===== src/rtl/sppd_pkg.sv =====
// Package for the siren pulse pattern decoder.
// Holds the register reset values, the decision and state codes and the structs
// passed between the top level and the decoder core. No dependencies.
package sppd_pkg;

    localparam int TIME_WIDTH_DEF = 32;
    localparam int NOW_WIDTH      = 32;
    localparam int CFG_WIDTH      = 24;
    localparam int DEB_WIDTH      = 16;
    localparam int CFG_IDX_WIDTH  = 2;

    localparam logic [CFG_WIDTH-1:0] PULSE_MIN_RST    = 24'd120;
    localparam logic [CFG_WIDTH-1:0] PULSE_WINDOW_RST = 24'd2500;
    localparam logic [CFG_WIDTH-1:0] TRIGGER_RST      = 24'd30000;
    localparam logic [DEB_WIDTH-1:0] DEBOUNCE_RST     = 16'd25;

    typedef enum logic [CFG_IDX_WIDTH-1:0] {
        CFG_PULSE_MIN    = 2'd0,
        CFG_PULSE_WINDOW = 2'd1,
        CFG_TRIGGER      = 2'd2,
        CFG_DEBOUNCE     = 2'd3
    } t_cfg_index;

    typedef enum logic [1:0] {
        DEC_NONE      = 2'd0,
        DEC_ARMED     = 2'd1,
        DEC_DISARMED  = 2'd2,
        DEC_TRIGGERED = 2'd3
    } t_decision;

    typedef enum logic [1:0] {
        ST_UNKNOWN   = 2'd0,
        ST_ARMED     = 2'd1,
        ST_DISARMED  = 2'd2,
        ST_TRIGGERED = 2'd3
    } t_state;

    typedef struct packed {
        logic [CFG_WIDTH-1:0] pulse_min_ms;
        logic [CFG_WIDTH-1:0] pulse_window_ms;
        logic [CFG_WIDTH-1:0] trigger_ms;
        logic [DEB_WIDTH-1:0] hold_ms;
    } t_cfg;

    typedef struct packed {
        t_decision decision;
        logic      state_changed;
        t_state    reported_state;
    } t_result;

endpackage


===== src/rtl/sppd_core.sv =====
// Decoder core: debounce, pulse timing, window counting and alarm decisions.
// Holds all decoder state and produces the result of the current sample.
// Depends on sppd_pkg.
module sppd_core #(
    parameter int TIME_WIDTH = sppd_pkg::TIME_WIDTH_DEF
) (
    input  logic                              i_clk,
    input  logic                              i_rst_n,
    input  logic                              i_accept,
    input  logic                              i_sense_high,
    input  logic [sppd_pkg::NOW_WIDTH-1:0]    i_now_ms,
    input  sppd_pkg::t_cfg                    i_cfg,
    output sppd_pkg::t_result                 o_result
);
    import sppd_pkg::*;

    localparam int NW = (TIME_WIDTH < NOW_WIDTH) ? TIME_WIDTH : NOW_WIDTH;
    localparam int CW = (TIME_WIDTH > CFG_WIDTH) ? TIME_WIDTH : CFG_WIDTH;

    logic                  r_raw, n_raw;
    logic                  r_stable, n_stable;
    logic [TIME_WIDTH-1:0] r_raw_time, n_raw_time;
    logic [TIME_WIDTH-1:0] r_pulse_start, n_pulse_start;
    logic [TIME_WIDTH-1:0] r_window_start, n_window_start;
    logic                  r_in_pulse, n_in_pulse;
    logic                  r_window_open, n_window_open;
    logic [1:0]            r_count, n_count;
    logic                  r_alarm, n_alarm;
    t_state                r_state, n_state;

    logic [TIME_WIDTH-1:0] now_t;
    logic [TIME_WIDTH-1:0] el_raw;
    logic [TIME_WIDTH-1:0] el_pulse;
    logic [TIME_WIDTH-1:0] el_window;
    logic                  pulse_set_now;
    logic                  trig_hit;
    t_result               res;

    assign now_t     = TIME_WIDTH'(i_now_ms[NW-1:0]);
    assign el_pulse  = now_t - r_pulse_start;
    assign el_window = now_t - r_window_start;

    always_comb begin
        n_raw          = r_raw;
        n_stable       = r_stable;
        n_raw_time     = r_raw_time;
        n_pulse_start  = r_pulse_start;
        n_window_start = r_window_start;
        n_in_pulse     = r_in_pulse;
        n_window_open  = r_window_open;
        n_count        = r_count;
        n_alarm        = r_alarm;
        n_state        = r_state;
        pulse_set_now  = 1'b0;
        res.decision       = DEC_NONE;
        res.state_changed  = 1'b0;
        res.reported_state = r_state;

        if (i_sense_high != r_raw) begin
            n_raw      = i_sense_high;
            n_raw_time = now_t;
        end
        el_raw = now_t - n_raw_time;

        if (CW'(el_raw) >= CW'(i_cfg.hold_ms) && i_sense_high != r_stable) begin
            n_stable = i_sense_high;
            if (i_sense_high) begin
                if (r_in_pulse) begin
                    n_in_pulse = 1'b0;
                    if (!r_alarm && CW'(el_pulse) >= CW'(i_cfg.trigger_ms)) begin
                        res.decision      = DEC_TRIGGERED;
                        res.state_changed = (n_state != ST_TRIGGERED);
                        n_state           = ST_TRIGGERED;
                        n_alarm           = 1'b1;
                        n_window_open     = 1'b0;
                        n_count           = 2'd0;
                    end else if (!r_alarm && CW'(el_pulse) >= CW'(i_cfg.pulse_min_ms)) begin
                        if (n_count != 2'd3) begin
                            n_count = n_count + 2'd1;
                        end
                    end
                end
            end else begin
                if (!r_window_open) begin
                    n_window_open  = 1'b1;
                    n_window_start = now_t;
                    n_count        = 2'd0;
                end
                n_in_pulse    = 1'b1;
                n_pulse_start = now_t;
                pulse_set_now = 1'b1;
            end
        end

        // A pulse that starts on this sample has zero elapsed time.
        trig_hit = pulse_set_now ? (i_cfg.trigger_ms == '0)
                                 : (CW'(el_pulse) >= CW'(i_cfg.trigger_ms));
        if (n_in_pulse && !n_alarm && trig_hit) begin
            res.decision      = DEC_TRIGGERED;
            res.state_changed = (n_state != ST_TRIGGERED);
            n_state           = ST_TRIGGERED;
            n_alarm           = 1'b1;
            n_window_open     = 1'b0;
            n_count           = 2'd0;
        end

        if (n_window_open && !n_in_pulse && !n_alarm &&
            CW'(el_window) > CW'(i_cfg.pulse_window_ms)) begin
            n_window_open = 1'b0;
            if (n_count[1]) begin
                res.decision      = DEC_DISARMED;
                res.state_changed = (n_state != ST_DISARMED);
                n_state           = ST_DISARMED;
            end else if (n_count == 2'd1) begin
                res.decision      = DEC_ARMED;
                res.state_changed = (n_state != ST_ARMED);
                n_state           = ST_ARMED;
            end
            n_count = 2'd0;
        end

        if (!n_in_pulse && n_alarm) begin
            n_alarm = 1'b0;
        end

        res.reported_state = n_state;
    end

    assign o_result = res;

    always_ff @(posedge i_clk) begin
        if (!i_rst_n) begin
            r_raw          <= 1'b1;
            r_stable       <= 1'b1;
            r_raw_time     <= '0;
            r_pulse_start  <= '0;
            r_window_start <= '0;
            r_in_pulse     <= 1'b0;
            r_window_open  <= 1'b0;
            r_count        <= 2'd0;
            r_alarm        <= 1'b0;
            r_state        <= ST_UNKNOWN;
        end else if (i_accept) begin
            r_raw          <= n_raw;
            r_stable       <= n_stable;
            r_raw_time     <= n_raw_time;
            r_pulse_start  <= n_pulse_start;
            r_window_start <= n_window_start;
            r_in_pulse     <= n_in_pulse;
            r_window_open  <= n_window_open;
            r_count        <= n_count;
            r_alarm        <= n_alarm;
            r_state        <= n_state;
        end
    end

endmodule


===== src/rtl/siren_pulse_pattern_decoder.sv =====
// Siren pulse pattern decoder, top level with configuration registers and
// output buffering. An accepted beat's result is registered in the output register
// or skid entry; one beat is accepted every cycle while results are taken.
// An output register plus one skid entry decouple the input from a stalled output.
// Reset is synchronous and active low; it restores the register defaults and
// clears all decoder state. Depends on sppd_pkg and sppd_core.
module siren_pulse_pattern_decoder #(
    parameter int TIME_WIDTH = sppd_pkg::TIME_WIDTH_DEF
) (
    input  logic                                i_clk,
    input  logic                                i_rst_n,
    input  logic                                i_in_valid,
    output logic                                o_in_stall,
    input  logic                                i_sense_high,
    input  logic [sppd_pkg::NOW_WIDTH-1:0]      i_now_ms,
    output logic                                o_out_valid,
    input  logic                                i_out_stall,
    output logic [1:0]                          o_decision,
    output logic                                o_state_changed,
    output logic [1:0]                          o_reported_state,
    input  logic                                i_cfg_we,
    input  logic [sppd_pkg::CFG_IDX_WIDTH-1:0]  i_cfg_index,
    input  logic [sppd_pkg::CFG_WIDTH-1:0]      i_cfg_data
);
    import sppd_pkg::*;

    t_cfg    r_cfg;
    t_result core_res;
    t_result r_out, r_skid;
    logic    r_out_valid, r_skid_valid;
    logic    accept, take;

    assign o_in_stall = r_skid_valid;
    assign accept     = i_in_valid && !r_skid_valid;
    assign take       = r_out_valid && !i_out_stall;

    always_ff @(posedge i_clk) begin
        if (!i_rst_n) begin
            r_cfg.pulse_min_ms    <= PULSE_MIN_RST;
            r_cfg.pulse_window_ms <= PULSE_WINDOW_RST;
            r_cfg.trigger_ms      <= TRIGGER_RST;
            r_cfg.hold_ms         <= DEBOUNCE_RST;
        end else if (i_cfg_we) begin
            unique case (t_cfg_index'(i_cfg_index))
                CFG_PULSE_MIN:    r_cfg.pulse_min_ms    <= i_cfg_data;
                CFG_PULSE_WINDOW: r_cfg.pulse_window_ms <= i_cfg_data;
                CFG_TRIGGER:      r_cfg.trigger_ms      <= i_cfg_data;
                CFG_DEBOUNCE:     r_cfg.hold_ms         <= i_cfg_data[DEB_WIDTH-1:0];
                default:          r_cfg                 <= r_cfg;
            endcase
        end
    end

    sppd_core #(
        .TIME_WIDTH (TIME_WIDTH)
    ) u_core (
        .i_clk        (i_clk),
        .i_rst_n      (i_rst_n),
        .i_accept     (accept),
        .i_sense_high (i_sense_high),
        .i_now_ms     (i_now_ms),
        .i_cfg        (r_cfg),
        .o_result     (core_res)
    );

    always_ff @(posedge i_clk) begin
        if (!i_rst_n) begin
            r_out_valid  <= 1'b0;
            r_skid_valid <= 1'b0;
        end else if (r_skid_valid) begin
            if (take) begin
                r_out_valid  <= 1'b1;
                r_skid_valid <= 1'b0;
            end
        end else if (accept) begin
            if (!r_out_valid || take) begin
                r_out_valid <= 1'b1;
            end else begin
                r_skid_valid <= 1'b1;
            end
        end else if (take) begin
            r_out_valid <= 1'b0;
        end
    end

    always_ff @(posedge i_clk) begin
        if (r_skid_valid) begin
            if (take) begin
                r_out <= r_skid;
            end
        end else if (accept) begin
            if (!r_out_valid || take) begin
                r_out <= core_res;
            end else begin
                r_skid <= core_res;
            end
        end
    end

    assign o_out_valid      = r_out_valid;
    assign o_decision       = r_out.decision;
    assign o_state_changed  = r_out.state_changed;
    assign o_reported_state = r_out.reported_state;

    a_skid_needs_out: assert property (@(posedge i_clk) disable iff (!i_rst_n)
        r_skid_valid |-> r_out_valid)
        else $error("Skid entry is full while the output register is empty.");

    a_change_needs_decision: assert property (@(posedge i_clk) disable iff (!i_rst_n)
        (o_out_valid && o_state_changed) |-> (o_decision != DEC_NONE))
        else $error("State change reported without a decision.");

    a_decision_sets_state: assert property (@(posedge i_clk) disable iff (!i_rst_n)
        (o_out_valid && o_decision != DEC_NONE) |-> (o_reported_state == o_decision))
        else $error("Reported state does not follow the decision.");

    a_full_stalls_input: assert property (@(posedge i_clk) disable iff (!i_rst_n)
        (r_skid_valid && i_out_stall) |=> r_skid_valid)
        else $error("Skid entry dropped while the output stays stalled.");

endmodule

===== config.mk =====
export PLATFORM = sky130hd
export DESIGN_NAME = siren_pulse_pattern_decoder
export DESIGN_NICKNAME = d
export VERILOG_FILES = /design/src/rtl/sppd_pkg.sv /design/src/rtl/sppd_core.sv /design/src/rtl/siren_pulse_pattern_decoder.sv
export SDC_FILE = /design/constraint.sdc
export NUM_CORES = 1
export LEC_CHECK = 0
export BUFFER_PORTS_ARGS = -buffer_cell sky130_fd_sc_hd__buf_2
export CAP_MARGIN = 20
export CELL_PAD_IN_SITES_DETAIL_PLACEMENT = 0
export CELL_PAD_IN_SITES_GLOBAL_PLACEMENT = 2
export CORE_MARGIN = 1.5
export CORE_UTILIZATION = 38
export DETAILED_ROUTE_END_ITERATION = 8
export GPL_TIMING_DRIVEN = 0
export PLACE_DENSITY_LB_ADDON = 0.1
export REMOVE_ABC_BUFFERS = 1
export SLEW_MARGIN = 20
export SYNTH_ARGS = -nofsm -noshare
export SYNTH_HDL_FRONTEND = slang
export SYNTH_SLANG_ARGS = --single-unit

===== constraint.sdc =====
create_clock -name i_clk -period 7 [get_ports i_clk]
set_input_delay 0 -clock i_clk [delete_from_list [all_inputs] [get_ports i_clk]]
set_output_delay 0 -clock i_clk [all_outputs]
set_load 0.05 [all_outputs]

== Yosys cells after proc, flatten, opt, wreduce, memory -nomap -nowiden ==
Index checks and enable logic that the tools add are counted.

* Bits in registers: 205
* Latch bits: 0
* Memory bits (writable): 0
* Memory bits (read-only): 0
* Input bits: 64
* Output and inout port bits: 7
* Logic and storage cells: 137
* Memories: 0

* Add/subtract/negate cells: 4
* $mul: 0
* Div/mod/pow operators: 0
* Order comparisons: 4
* Equal/unequal tests: 13
* Shift-type cells: 0
* Muxes and demuxes: 55
* Bitwise gates (word level): 4
* Reductions and logical operators: 35

{| class="wikitable"
|+ Operator list
! kind !! number
|-
| $sub A32 B32 Y32 || 3
|-
| $ge A32 B24 Y1 || 2
|-
| $mux W2 || 17
|-
| $ge A32 B16 Y1 || 1
|-
| $gt A32 B24 Y1 || 1
|-
| $mux W32 || 1
|-
| $mux W1 || 25
|-
| $logic_not A24 Y1 || 1
|-
| $mux W3 || 8
|-
| $mux W5 || 4
|-
| $reduce_and A2 Y1 || 6
|-
| $reduce_and A3 Y1 || 4
|-
| $logic_and A1 B1 Y1 || 11
|-
| $ne A2 B2 Y1 const B || 4
|-
| $logic_not A1 Y1 || 7
|-
| $reduce_bool A2 Y1 || 3
|-
| $eq A2 B1 Y1 const B || 2
|-
| $eq A2 B2 Y1 const B || 2
|-
| $ne A2 B1 Y1 const B || 2
|-
| $not A1 Y1 || 4
|-
| $reduce_and A4 Y1 || 1
|-
| $ne A3 B2 Y1 const B || 1
|-
| $add A2 B1 Y2 const B || 1
|-
| $logic_not A2 Y1 || 1
|-
| 2 further kinds || 3
|}

== Longest topological paths before layout ==
Gate-level depths: netlist of run 1.

* Depth after elaboration: 18
* Depth in mapped cells: 29
* Mapped depth without buffers: 27

== Modules after synthesis ==
From an unflattened synthesis of run 1, not the netlist that was laid out.

* Cell total of the unflattened synthesis: 2033
* Area total of the unflattened synthesis: 16091.7 µm²

{| class="wikitable"
|+ By module, submodules not included
! module !! instances !! cells each !! area each (µm²) !! seq. area each (µm²)
|-
| sppd_core || 1 || 1672 || 12285.5 || 2102.0
|-
| siren_pulse_pattern_decoder || 1 || 361 || 3806.2 || 2102.0
|}

== Least setup slack after synthesis of run 1 ==
No wires, ideal clock.

* Path type: reg2reg
* Start: register u_core.r_raw
* End: register r_out (netlist bit o_reported_state[1]), data pin
* Library setup time: 0.259 ns
* Arrival: 6.008 ns
* Data required time: 6.741 ns
* Setup slack: 0.733 ns
* Stages on the path, launching flop included: 26
* Path buffers: 2
* Period minus slack after synthesis: 6.267 ns
* Path through: dfxtp_1 xnor2_1 clkbuf_1 nand2_1 o21ai_0 ha_1 inv_1 fa_1 a211oi_1 o211ai_1 a21boi_0 o21bai_1 xor2_1 ha_1 a21o_1 a221o_1 a2111oi_0 o311a_1 nand2_1 nor4b_1 nand4_2 and3_4 or2_4 and2_4 buf_6 o31a_1

* Cells in the longest elaborated chain, start to end: 17
* Elaborated cells between the ends (all ways): 31
* Those cells by class: 1 x add/sub; 1 x order compare; 2 x eq/ne; 18 x mux; 9 x reduce/logical

{| class="wikitable"
|+ RTL lines
! what !! line !! text
|-
| start: declaration || sppd_core.sv:20 || <nowiki>logic r_raw, n_raw;</nowiki>
|-
| start signal: assignment || sppd_core.sv:144 || <nowiki>r_raw <= n_raw;</nowiki>
|-
| $ne A1 B1 Y1 * || sppd_core.sv:59 || <nowiki>if (i_sense_high != r_raw) begin</nowiki>
|-
| $mux W32 * || sppd_core.sv:59 ||
|-
| via u_core.n_raw_time[0] || sppd_core.sv:22 || <nowiki>logic [TIME_WIDTH-1:0] r_raw_time, n_raw_time;</nowiki>
|-
| $sub A32 B32 Y32 * || sppd_core.sv:63 || <nowiki>el_raw = now_t - n_raw_time;</nowiki>
|-
| $ge A32 B16 Y1 * || sppd_core.sv:65 || <nowiki>if (CW'(el_raw) >= CW'(i_cfg.hold_ms) && i_sense_high != r_stable) begin</nowiki>
|-
| $logic_and A1 B1 Y1 * || sppd_core.sv:65 ||
|-
| $mux W1 || sppd_core.sv:65 ||
|-
| $logic_not A1 Y1 || sppd_core.sv:98 || <nowiki>if (n_in_pulse && !n_alarm && trig_hit) begin</nowiki>
|-
| $logic_and A1 B1 Y1 (2 in series) || sppd_core.sv:98 ||
|-
| $mux W2 / $mux W1 (equally long branches) || sppd_core.sv:98 ||
|-
| $eq A2 B1 Y1, or another cell as far along || sppd_core.sv:114 || <nowiki>end else if (n_count == 2'd1) begin</nowiki>
|-
| $mux W2 / $logic_and A1 B1 Y1 (equally long branches) || sppd_core.sv:114, sppd_core.sv:107 ||
|-
| $mux W2 / $logic_and A1 B1 Y1 (equally long branches) || sppd_core.sv:110, sppd_core.sv:107 ||
|-
| $mux W2 * || sppd_core.sv:107 || <nowiki>if (n_window_open && !n_in_pulse && !n_alarm &&</nowiki>
|-
| $mux W5 * || siren_pulse_pattern_decoder.sv:92 || <nowiki>if (!r_out_valid || take) begin</nowiki>
|-
| $mux W5 * || siren_pulse_pattern_decoder.sv:91 || <nowiki>end else if (accept) begin</nowiki>
|-
| $mux W5 * || siren_pulse_pattern_decoder.sv:87 || <nowiki>if (r_skid_valid) begin</nowiki>
|-
| end signal: assignment || siren_pulse_pattern_decoder.sv:89 || <nowiki>r_out <= r_skid;</nowiki>
|-
| end signal: assignment || siren_pulse_pattern_decoder.sv:93 || <nowiki>r_out <= core_res;</nowiki>
|-
| end: declaration || siren_pulse_pattern_decoder.sv:29 || <nowiki>t_result r_out, r_skid;</nowiki>
|}

Mark *: on every way through the listed nets, which the timed path passes. The rest lies on a longest branch. The select of a mux whose other input is x is not followed.
A chain may end at the register's enable or synchronous reset.

== Worst setup path in the final report of run 1 ==
* Start: register u_core.r_raw
* End: register u_core.r_window_start[3]

* Cells in the longest elaborated chain, start to end: 6

{| class="wikitable"
|+ RTL lines
! what !! line !! text
|-
| $ne A1 B1 Y1 || sppd_core.sv:59 ||
|-
| $mux W32 || sppd_core.sv:59 ||
|-
| via u_core.n_raw_time[0] || sppd_core.sv:22 ||
|-
| $sub A32 B32 Y32 || sppd_core.sv:63 ||
|-
| $ge A32 B16 Y1 || sppd_core.sv:65 ||
|-
| $logic_and A1 B1 Y1 || sppd_core.sv:65 ||
|-
| $reduce_and A4 Y1 (no source line) || -- ||
|-
| end signal: assignment || sppd_core.sv:148 || <nowiki>r_window_start <= n_window_start;</nowiki>
|-
| end: declaration || sppd_core.sv:24 || <nowiki>logic [TIME_WIDTH-1:0] r_window_start, n_window_start;</nowiki>
|}

The timed path passes the listed nets, and every way through them passes these cells.

==> results of run 1 <==
-- flip-flops by register name (all words and copies together), names as in the netlist --
register               flops
o_reported_state           2
u_core.r_pulse_start      32
u_core.r_in_pulse          1
r_skid                     5
o_decision                 2
u_core.r_window_start     32
u_core.r_state             2
r_cfg                     88
o_in_stall                 1
u_core.r_window_open       1
u_core.r_raw_time         32
o_out_valid                1
u_core.r_alarm             1
o_state_changed            1
u_core.r_count             2
u_core.r_raw               1
u_core.r_stable            1
-- report_power, final --
group / leakage, nW / internal, mW / total, mW / switching [mW]
clock network: 0.452 / 0.879 / 1.47 / 0.588
logic: 5.48 / 0.593 / 1.43 / 0.837
registers: 1.69 / 1.24 / 1.27 / 0.0326
-- stage by stage --
stage                     utilization  setup TNS (ns)  cell area (um^2)  power [mW]  setup slack (ns)
after detailed placement       0.4066          -46.44             17060       2.672            -1.051
after global placement         0.4013         -419.36             16830       2.660            -6.435
final                          0.4467               0             18740       4.170            0.3552
after CTS                      0.4454               0             18680       4.209           0.08971
after global routing           0.4467               0             18740       4.451          0.002052
after floorplan                     -         -149.16             15810       2.296            -2.720
-- synth_stat cells (5+ instances only) --
master / count
sky130_fd_sc_hd__nand2_1: 279
sky130_fd_sc_hd__dfxtp_1: 195
sky130_fd_sc_hd__ha_1: 181
sky130_fd_sc_hd__inv_1: 178
sky130_fd_sc_hd__a21oi_1: 134
sky130_fd_sc_hd__mux2i_1: 103
sky130_fd_sc_hd__nor2b_1: 83
sky130_fd_sc_hd__nor2_1: 82
sky130_fd_sc_hd__a21boi_0: 77
sky130_fd_sc_hd__o21ai_0: 74
sky130_fd_sc_hd__clkbuf_1: 56
sky130_fd_sc_hd__a21o_1: 53
sky130_fd_sc_hd__xnor2_1: 48
sky130_fd_sc_hd__o211ai_1: 40
sky130_fd_sc_hd__nand3_1: 36
sky130_fd_sc_hd__o211a_1: 31
sky130_fd_sc_hd__nand4_1: 30
sky130_fd_sc_hd__xor2_1: 30
sky130_fd_sc_hd__nor3_1: 23
sky130_fd_sc_hd__a211oi_1: 18
sky130_fd_sc_hd__a31oi_1: 17
sky130_fd_sc_hd__nand2b_1: 17
sky130_fd_sc_hd__o21a_1: 17
sky130_fd_sc_hd__o21bai_1: 13
sky130_fd_sc_hd__and3_1: 11
sky130_fd_sc_hd__buf_2: 10
sky130_fd_sc_hd__edfxtp_1: 10
sky130_fd_sc_hd__nor4_1: 10
sky130_fd_sc_hd__and2_1: 9
sky130_fd_sc_hd__o31ai_1: 8
sky130_fd_sc_hd__a2111oi_0: 6
sky130_fd_sc_hd__or3_1: 6
sky130_fd_sc_hd__nor3b_1: 5
sky130_fd_sc_hd__o2111ai_1: 5
sky130_fd_sc_hd__o21ai_1: 5
-- tightest hold or removal path: stages --
cell	delay [ns]
sky130_fd_sc_hd__buf_2	0.13
sky130_fd_sc_hd__nand2_1	0.13
sky130_fd_sc_hd__nor2_4	0.15
sky130_fd_sc_hd__nand2_1	0.10
sky130_fd_sc_hd__a21boi_0	0.06
-- repair_timing --
item / in CTS / in global routing
endpoints found under the setup margin: 82 / 24
resized for setup: 6 / 7
hold endpoints to repair: 201 / 0
pin swaps: 1 / 2
hold buffers: 66 / 0
setup buffers: 1 / 2
-- area by class of cell --
cell class	count	area (um^2)	area share
antenna	1	2.502	0.0001336
inverter	178	668.1	0.03566
tap	539	674.4	0.03600
sequential	205	4204	0.2244
timing repair buffer	152	1217	0.06498
multi-input combinational	1547	11040	0.5890
clock inverter	19	222.7	0.01189
clock buffer	31	710.7	0.03793
-- layer usage --
metal,up-vias,global-route usage,wire [um],part of all wire
li1,7361,-,-,-
met2,188,0.3647,21650,0.46
met5,-,0,14,0.00030
met3,49,0.02450,1256,0.027
met4,2,0.03998,818,0.018
met1,6660,0.2897,22840,0.49
-- kinds of logic after synthesis --
kind of cell,count (synthesis),synth area share
multiplexers,104,0.06459
flip-flops,205,0.2605
AO/OA/AOI/OAI,550,0.2347
buffers and inverters,254,0.06172
XOR/XNOR,78,0.04234
AND/OR/NAND/NOR,631,0.1920
adder cells (fa/ha/maj),184,0.1441
-- worst paths after layout --
kind | depth (start not counted) | endpoint | slack (ns)
worst max register to register | 31 | u_core.r_window_start[3] | 0.36
worst max-delay path | 31 | u_core.r_window_start[3] | 0.36
worst min register to register | 2 | r_cfg[11] | 0.46
worst min-delay path | 5 | r_cfg[19] | 0.05
==> results by group, run 1 <==
Floorplan
  – Horiz. Die Dim: 209.1 um
  – Die area: 43710 um^2
  – Floorplan Core Area: 41950 um^2
  – Number of top-level design ports: 71
  – DIE HEIGHT: 209.1 um
  – Starting density of the core: 0.3847
  – Cell row count: 75

Flow run
  – Total of max-cap violations: 0

GRT
  – Antenna violations before repair: 1
  – Total Routing Usage GR: 0.2132
  – Number of global-route vias before repair: 13900
  – Largest net degree at the start of global routing: 110
  – Overflow left after global routing: 0
  – Wire length of the first global-routing pass: 75110 um

Finish
  – Net count of the finished layout: 2359
  – Commonest non-fill, non-tap cell in the layout: sky130_fd_sc_hd__nand2_1
  – Post-route non-filler standard cell count: 2672
  – Share of post-route cells with drive strength above 1: 0.08349
  – Area delta synth->final: 16.11%
  – Number of fill cells: 4290
  – Most frequent cells in the layout: sky130_fd_sc_hd__nand2_1 (278), sky130_fd_sc_hd__dfxtp_1 (195), sky130_fd_sc_hd__ha_1 (181)

Logic synthesis
  – Fraction of the yosys area taken by sequential cells: 0.2605
  – Mean post-synth cell area: 8.044 um^2
  – Cell taking the most area after synthesis: sky130_fd_sc_hd__dfxtp_1
  – Share of synthesized registers carrying an async set or reset: 0
  – Ys Warns: 0
  – Cell types occupying the most area after synthesis: sky130_fd_sc_hd__dfxtp_1 (24%), sky130_fd_sc_hd__ha_1 (14%), sky130_fd_sc_hd__nand2_1 (6.5%), sky130_fd_sc_hd__mux2i_1 (6.4%), sky130_fd_sc_hd__a21oi_1 (4.2%)
  – Flip-flop cell with the highest count after synthesis: sky130_fd_sc_hd__dfxtp_1
  – Combined area of all synthesized cells: 16140 um^2
  – Unique masters post-synth: 90
  – Fraction of post-synthesis cell area in the top cell type by area: 0.2419
  – #FFs+latches synth: 205
  – Number of enable flip-flop cells after synthesis: 10
  – Mapped Cells: 2006

Placed design
  – Half-perimeter wire length after placement: 36470 um
  – Cell Count Post-Placement: 2552
  – Input/output buffers: 70
  – Placer Congestion: 0.8802

Timing
  – Final hold violations: 0
  – Number of max-slew violations in the final report: 0
  – Highest clock rate: 150.5 MHz
  – RSZ-0062 raised after global routing: false
  – Worst clock skew: 0.01747 ns
  – Share of the clock period used by the worst path after layout: 0.9493
  – Final setup fails: 0
  – Worst slew margin relative to its limit: 0.2760
  – Transition time at the pin with the least slew margin: 1.086 ns
  – Hold slack: 0.04679 ns
  – Time the worst path needs with I/O delays and setup: 6.645 ns

Clock tree
  – Number of clock buffers inserted by TritonCTS: 27
  – Worst skew pair latency: 0.58 ns
  – Maximum clock insertion buffer count: 3
  – Clk root buf: sky130_fd_sc_hd__clkbuf_16
  – Clock slew at the register clock pins of the worst setup and hold paths: 0.06 ns
  – Count of clock tree sinks: 205
  – H-tree Lvls: 1
  – CTS tree: built

Setup path
  – Critical Path Source: u_core.r_raw
  – Largest delay share family, worst path: compound AO/OA/AOI/OAI gates
  – Max Fanout on Critical Path: 11
  – Worst reg2reg startpoint: u_core.r_raw
  – CP peak stage delay: 0.44 ns
  – Worst path required time: 7.47 ns
  – Startpoint class of the critical path: flip-flop
  – CP Class: flip-flop to flip-flop
  – Number of buffer and inverter stages on the critical path: 9
  – Crit. End Element: flip-flop
  – Slowest stage cell, crit path: sky130_fd_sc_hd__fa_1
  – Crit path arrival time: 7.11 ns

Run status
  – Result of the run: finished, final reports clean

Detailed routing
  – DR vias: 14260
  – Total DRC errors in the routed layout: 0
  – First-pass iteration count of the detailed router: 5
  – Iter 0 DRT Violations: 629
  – Total length of routed wires: 46580 um
  – Via density per instance: 5.337
  – DRT antenna net count: 0
  – Routed length per instance: 17.43 um

Power
  – Peak supply drop: 161.8 uV
  – Power per unit of standard cell area: 222.6 nW/um^2
  – Static leakage: 7.618 nW

Worst hold path
  – Hold path startpoint: i_cfg_we
  – Worst min-delay path class: input port to flip-flop
Power figures use the tool's default switching activity.
==> run 2: changes to the inputs <==
GPL_TIMING_DRIVEN = not set   (was 0)
SYNTH_HIERARCHICAL = 1   (was not set)
==> results by group, run 2 <==
Setup path
  – Count of cells along the worst register-to-register path: 27 (-13%)
  – Number of buffer and inverter stages on the critical path: 1 (-8)
  – Flop-to-flop setup slack: 0.51 ns (+0.15 ns)
  – Capture instance of the worst register-to-register path: o_reported_state[1]
  – CP Class: flip-flop to flip-flop
  – Startpoint class of the critical path: flip-flop
  – Max Fanout on Critical Path: 7 (-4)
  – Crit path arrival time: 6.80 ns (-0.31 ns)
  – Worst path required time: 7.31 ns (-0.16 ns)
  – Largest delay share family, worst path: simple AND/OR/NAND/NOR gates
  – Cell repeated most along the worst path: sky130_fd_sc_hd__a21oi_1
  – Slowest stage cell, crit path: sky130_fd_sc_hd__or4b_4
  – Worst reg2reg startpoint: u_core/r_pulse_start[10]
  – CP peak stage delay: 0.57 ns (+0.13 ns)
  – Crit. End Element: flip-flop

GRT
  – Largest net degree at the start of global routing: 80 (-27%)
  – Number of global-route vias before repair: 13680 (-1.6%)
  – Wire length of the first global-routing pass: 78760 um (+4.9%)
  – Overflow left after global routing: 0 (unchanged)
  – Antenna violations before repair: 0 (-1)
  – Total Routing Usage GR: 0.2288 (+0.01561)

Logic synthesis
  – Mean post-synth cell area: 7.915 um^2 (-1.6%)
  – Most common library cells after synthesis: sky130_fd_sc_hd__nand2_1 (270), sky130_fd_sc_hd__dfxtp_1 (195), sky130_fd_sc_hd__ha_1 (181)
  – #FFs+latches synth: 205 (unchanged)
  – Number of enable flip-flop cells after synthesis: 10 (unchanged)
  – Most instantiated library cell after synthesis: sky130_fd_sc_hd__nand2_1
  – Flip-flop cell with the highest count after synthesis: sky130_fd_sc_hd__dfxtp_1
  – Fraction of post-synthesis cell area in the top cell type by area: 0.2426 (+0.0006584)
  – Cell taking the most area after synthesis: sky130_fd_sc_hd__dfxtp_1
  – Ys Warns: 6 (+6)
  – Unique masters post-synth: 80 (-11%)
  – Combined area of all synthesized cells: 16090 um^2 (-0.27%)
  – Share of synthesized registers carrying an async set or reset: 0 (unchanged)
  – Mapped Cells: 2033 (+1.3%)
  – Cell types occupying the most area after synthesis: sky130_fd_sc_hd__dfxtp_1 (24%), sky130_fd_sc_hd__ha_1 (14%), sky130_fd_sc_hd__mux2i_1 (9.2%), sky130_fd_sc_hd__nand2_1 (6.3%), sky130_fd_sc_hd__a21oi_1 (5.1%)
  – Fraction of the yosys area taken by sequential cells: 0.2613 (+0.0007091)

Flow run
  – Total of max-cap violations: 0 (unchanged)

Timing
  – Time the worst path needs with I/O delays and setup: 6.493 ns (-0.1519 ns)
  – Number of max-slew violations in the final report: 0 (unchanged)
  – RSZ-0062 raised after global routing: false
  – Hold slack: 0.04513 ns (-0.001661 ns)
  – Worst clock skew: 0.01250 ns (-0.004968 ns)
  – Final hold violations: 0 (unchanged)
  – Transition time at the pin with the least slew margin: 0.8757 ns (-0.2103 ns)
  – Share of the clock period used by the worst path after layout: 0.9276 (-0.02170)
  – Worst slew margin relative to its limit: 0.4162 (+0.1402)
  – Highest clock rate: 154.0 MHz (+2.3%)
  – Final setup fails: 0 (unchanged)

Finish
  – Commonest non-fill, non-tap cell in the layout: sky130_fd_sc_hd__nand2_1
  – Largest register FFs: 88 (unchanged)
  – Post-route non-filler standard cell count: 2688 (+0.60%)
  – Share of post-route cells with drive strength above 1: 0.07911 (-0.004383)
  – Area used by multi-input combinational logic: 10870 um^2 (-1.5%)
  – Register Area: 4204 um^2 (unchanged)
  – Area delta synth->final: 15.17%
  – Count of inserted antenna diode cells: 0 (-1)
  – Net count of the finished layout: 2377 (+0.76%)
  – Register with the highest flop count: r_cfg
  – Number of fill cells: 4290 (unchanged)
  – Most frequent cells in the layout: sky130_fd_sc_hd__nand2_1 (270), sky130_fd_sc_hd__dfxtp_1 (195), sky130_fd_sc_hd__ha_1 (181)

Detailed routing
  – Routed length per instance: 18.80 um (+7.8%)
  – First-pass iteration count of the detailed router: 5 (unchanged)
  – Total length of routed wires: 50530 um (+8.5%)
  – Total DRC errors in the routed layout: 0 (unchanged)
  – Iter 0 DRT Violations: 900 (+43%)
  – DRT antenna net count: 0 (unchanged)
  – DR vias: 14470 (+1.5%)
  – Via density per instance: 5.382 (+0.85%)

Placed design
  – Cell Count Post-Placement: 2570 (+0.71%)
  – Input/output buffers: 70 (unchanged)
  – Placer Congestion: 0.8811 (+0.10%)
  – Half-perimeter wire length after placement: 39480 um (+8.2%)

Power
  – Static leakage: 7.970 nW (+4.6%)
  – Power per unit of standard cell area: 224.5 nW/um^2 (+0.87%)
  – Peak supply drop: 179.8 uV (+11%)

Clock tree
  – H-tree Lvls: 1 (unchanged)
  – CTS tree: built
  – Maximum clock insertion buffer count: 3 (unchanged)
  – Clk root buf: sky130_fd_sc_hd__clkbuf_16
  – Clock slew at the register clock pins of the worst setup and hold paths: 0.06 ns (about the same)
  – Worst skew pair latency: 0.56 ns (-0.02 ns)
  – Count of clock tree sinks: 205 (unchanged)
  – Number of clock buffers inserted by TritonCTS: 26 (-3.7%)

Floorplan
  – Floorplan Core Area: 41850 um^2 (-0.22%)
  – DIE HEIGHT: 208.8 um (-0.13%)
  – Number of top-level design ports: 71 (unchanged)
  – Cell row count: 75 (unchanged)
  – Horiz. Die Dim: 208.8 um (-0.13%)
  – Starting density of the core: 0.3845 (about the same)
  – Die area: 43590 um^2 (-0.27%)

Worst hold path
  – Worst min-delay path class: input port to flip-flop
  – Worst hold endpoint: u_core/r_raw
  – Number of cells on the worst hold path: 4 (-1)
  – Hold path startpoint: i_sense_high

Run status
  – Result of the run: finished, final reports clean
-- run 2: changes by cell type after synthesis, sizes merged, moves of 14 or more --
cell,previous run,this run
xnor2,48,34
a211oi,19,51
a21boi,80,3
o211a,31,5
nor2,82,139
o21ai,79,94
o211ai,40,22
nor2b,83,32
a21oi,135,164
mux2i,103,148
-- run 2: final cells by class --
cell class                 count  share of cell area
clock inverter                 8            0.007426
multi-input combinational   1561              0.5866
tap                          539             0.03639
clock buffer                  40             0.04388
timing repair buffer         154             0.06211
sequential                   205              0.2268
inverter                     181             0.03673
-- run 2: worst min-delay path: cells and delay by family --
| kind | cells | cell delay (ns) |
|---|---|---|
| multiplexers | 1 | 0.09 |
| buffers and inverters | 2 | 0.43 |
| AND/OR/NAND/NOR | 1 | 0.06 |
-- run 2: repair_timing --
item | in CTS | in global routing
buffers inserted | 0 | 3
resized for setup | 0 | 6
endpoints found under the hold margin | 192 | 0
hold buffers | 67 | 0
endpoints found under the setup margin | 0 | 66
-- run 2: where the power goes --
| group | internal [mW] | switching [mW] |
|---|---|---|
| clock network | 0.909 | 0.563 |
| registers | 1.24 | 0.0374 |
| logic | 0.559 | 0.853 |
-- run 2: cell families (layout without fill, tap and decap cells) --
group,after synthesis,in the layout,share of synthesized area
simple gates,646,646,0.1906
compound gates,502,502,0.2012
buf+inv,267,383,0.06492
flops,205,205,0.2613
fa+ha+maj,184,184,0.1445
mux,157,157,0.09836
xor+xnor,72,72,0.03919
-- run 2: worst max path at each step --
stage | startpoint | end | slack, ns | cells after the start
global route | u_core/r_pulse_start[10] | o_reported_state[1] | 0.004 | 27
global placement | u_core/r_pulse_start[10] | o_reported_state[1] | 0.41 | 27
detailed placement | u_core/r_pulse_start[10] | o_reported_state[1] | 0.33 | 27
finish | u_core/r_pulse_start[10] | o_reported_state[1] | 0.51 | 27
floorplan | u_core/r_raw | u_core/r_window_start[0] | -1.22 | 21
CTS | u_core/r_pulse_start[10] | o_reported_state[1] | 0.30 | 27
-- run 2: per-layer routing --
| metal | part of all wire | track usage | wire length [um] | vias up |
|---|---|---|---|---|
| met1 | 0.49 | 0.3221 | 24790 | 6758 |
| met2 | 0.46 | 0.3841 | 23450 | 249 |
| met4 | 0.014 | 0.03523 | 702 | 0 |
| met3 | 0.031 | 0.02254 | 1574 | 36 |
| li1 | - | - | - | 7425 |
| met5 | 0 | 0 | 0 | - |
-- run 2: stage by stage --
stage / area [um^2] / setup WS (ns) / util / power (mW) / TNS (ns)
after floorplan: 15730 / -1.223 / - / 2.278 / -73.32
after global placement: 16870 / 0.4061 / 0.4031 / 2.656 / 0
after detailed placement: 16870 / 0.3341 / 0.4031 / 2.666 / 0
after CTS: 18490 / 0.2998 / 0.4418 / 4.197 / 0
after global routing: 18530 / 0.003883 / 0.4428 / 4.423 / 0
final: 18530 / 0.5071 / 0.4428 / 4.161 / 0
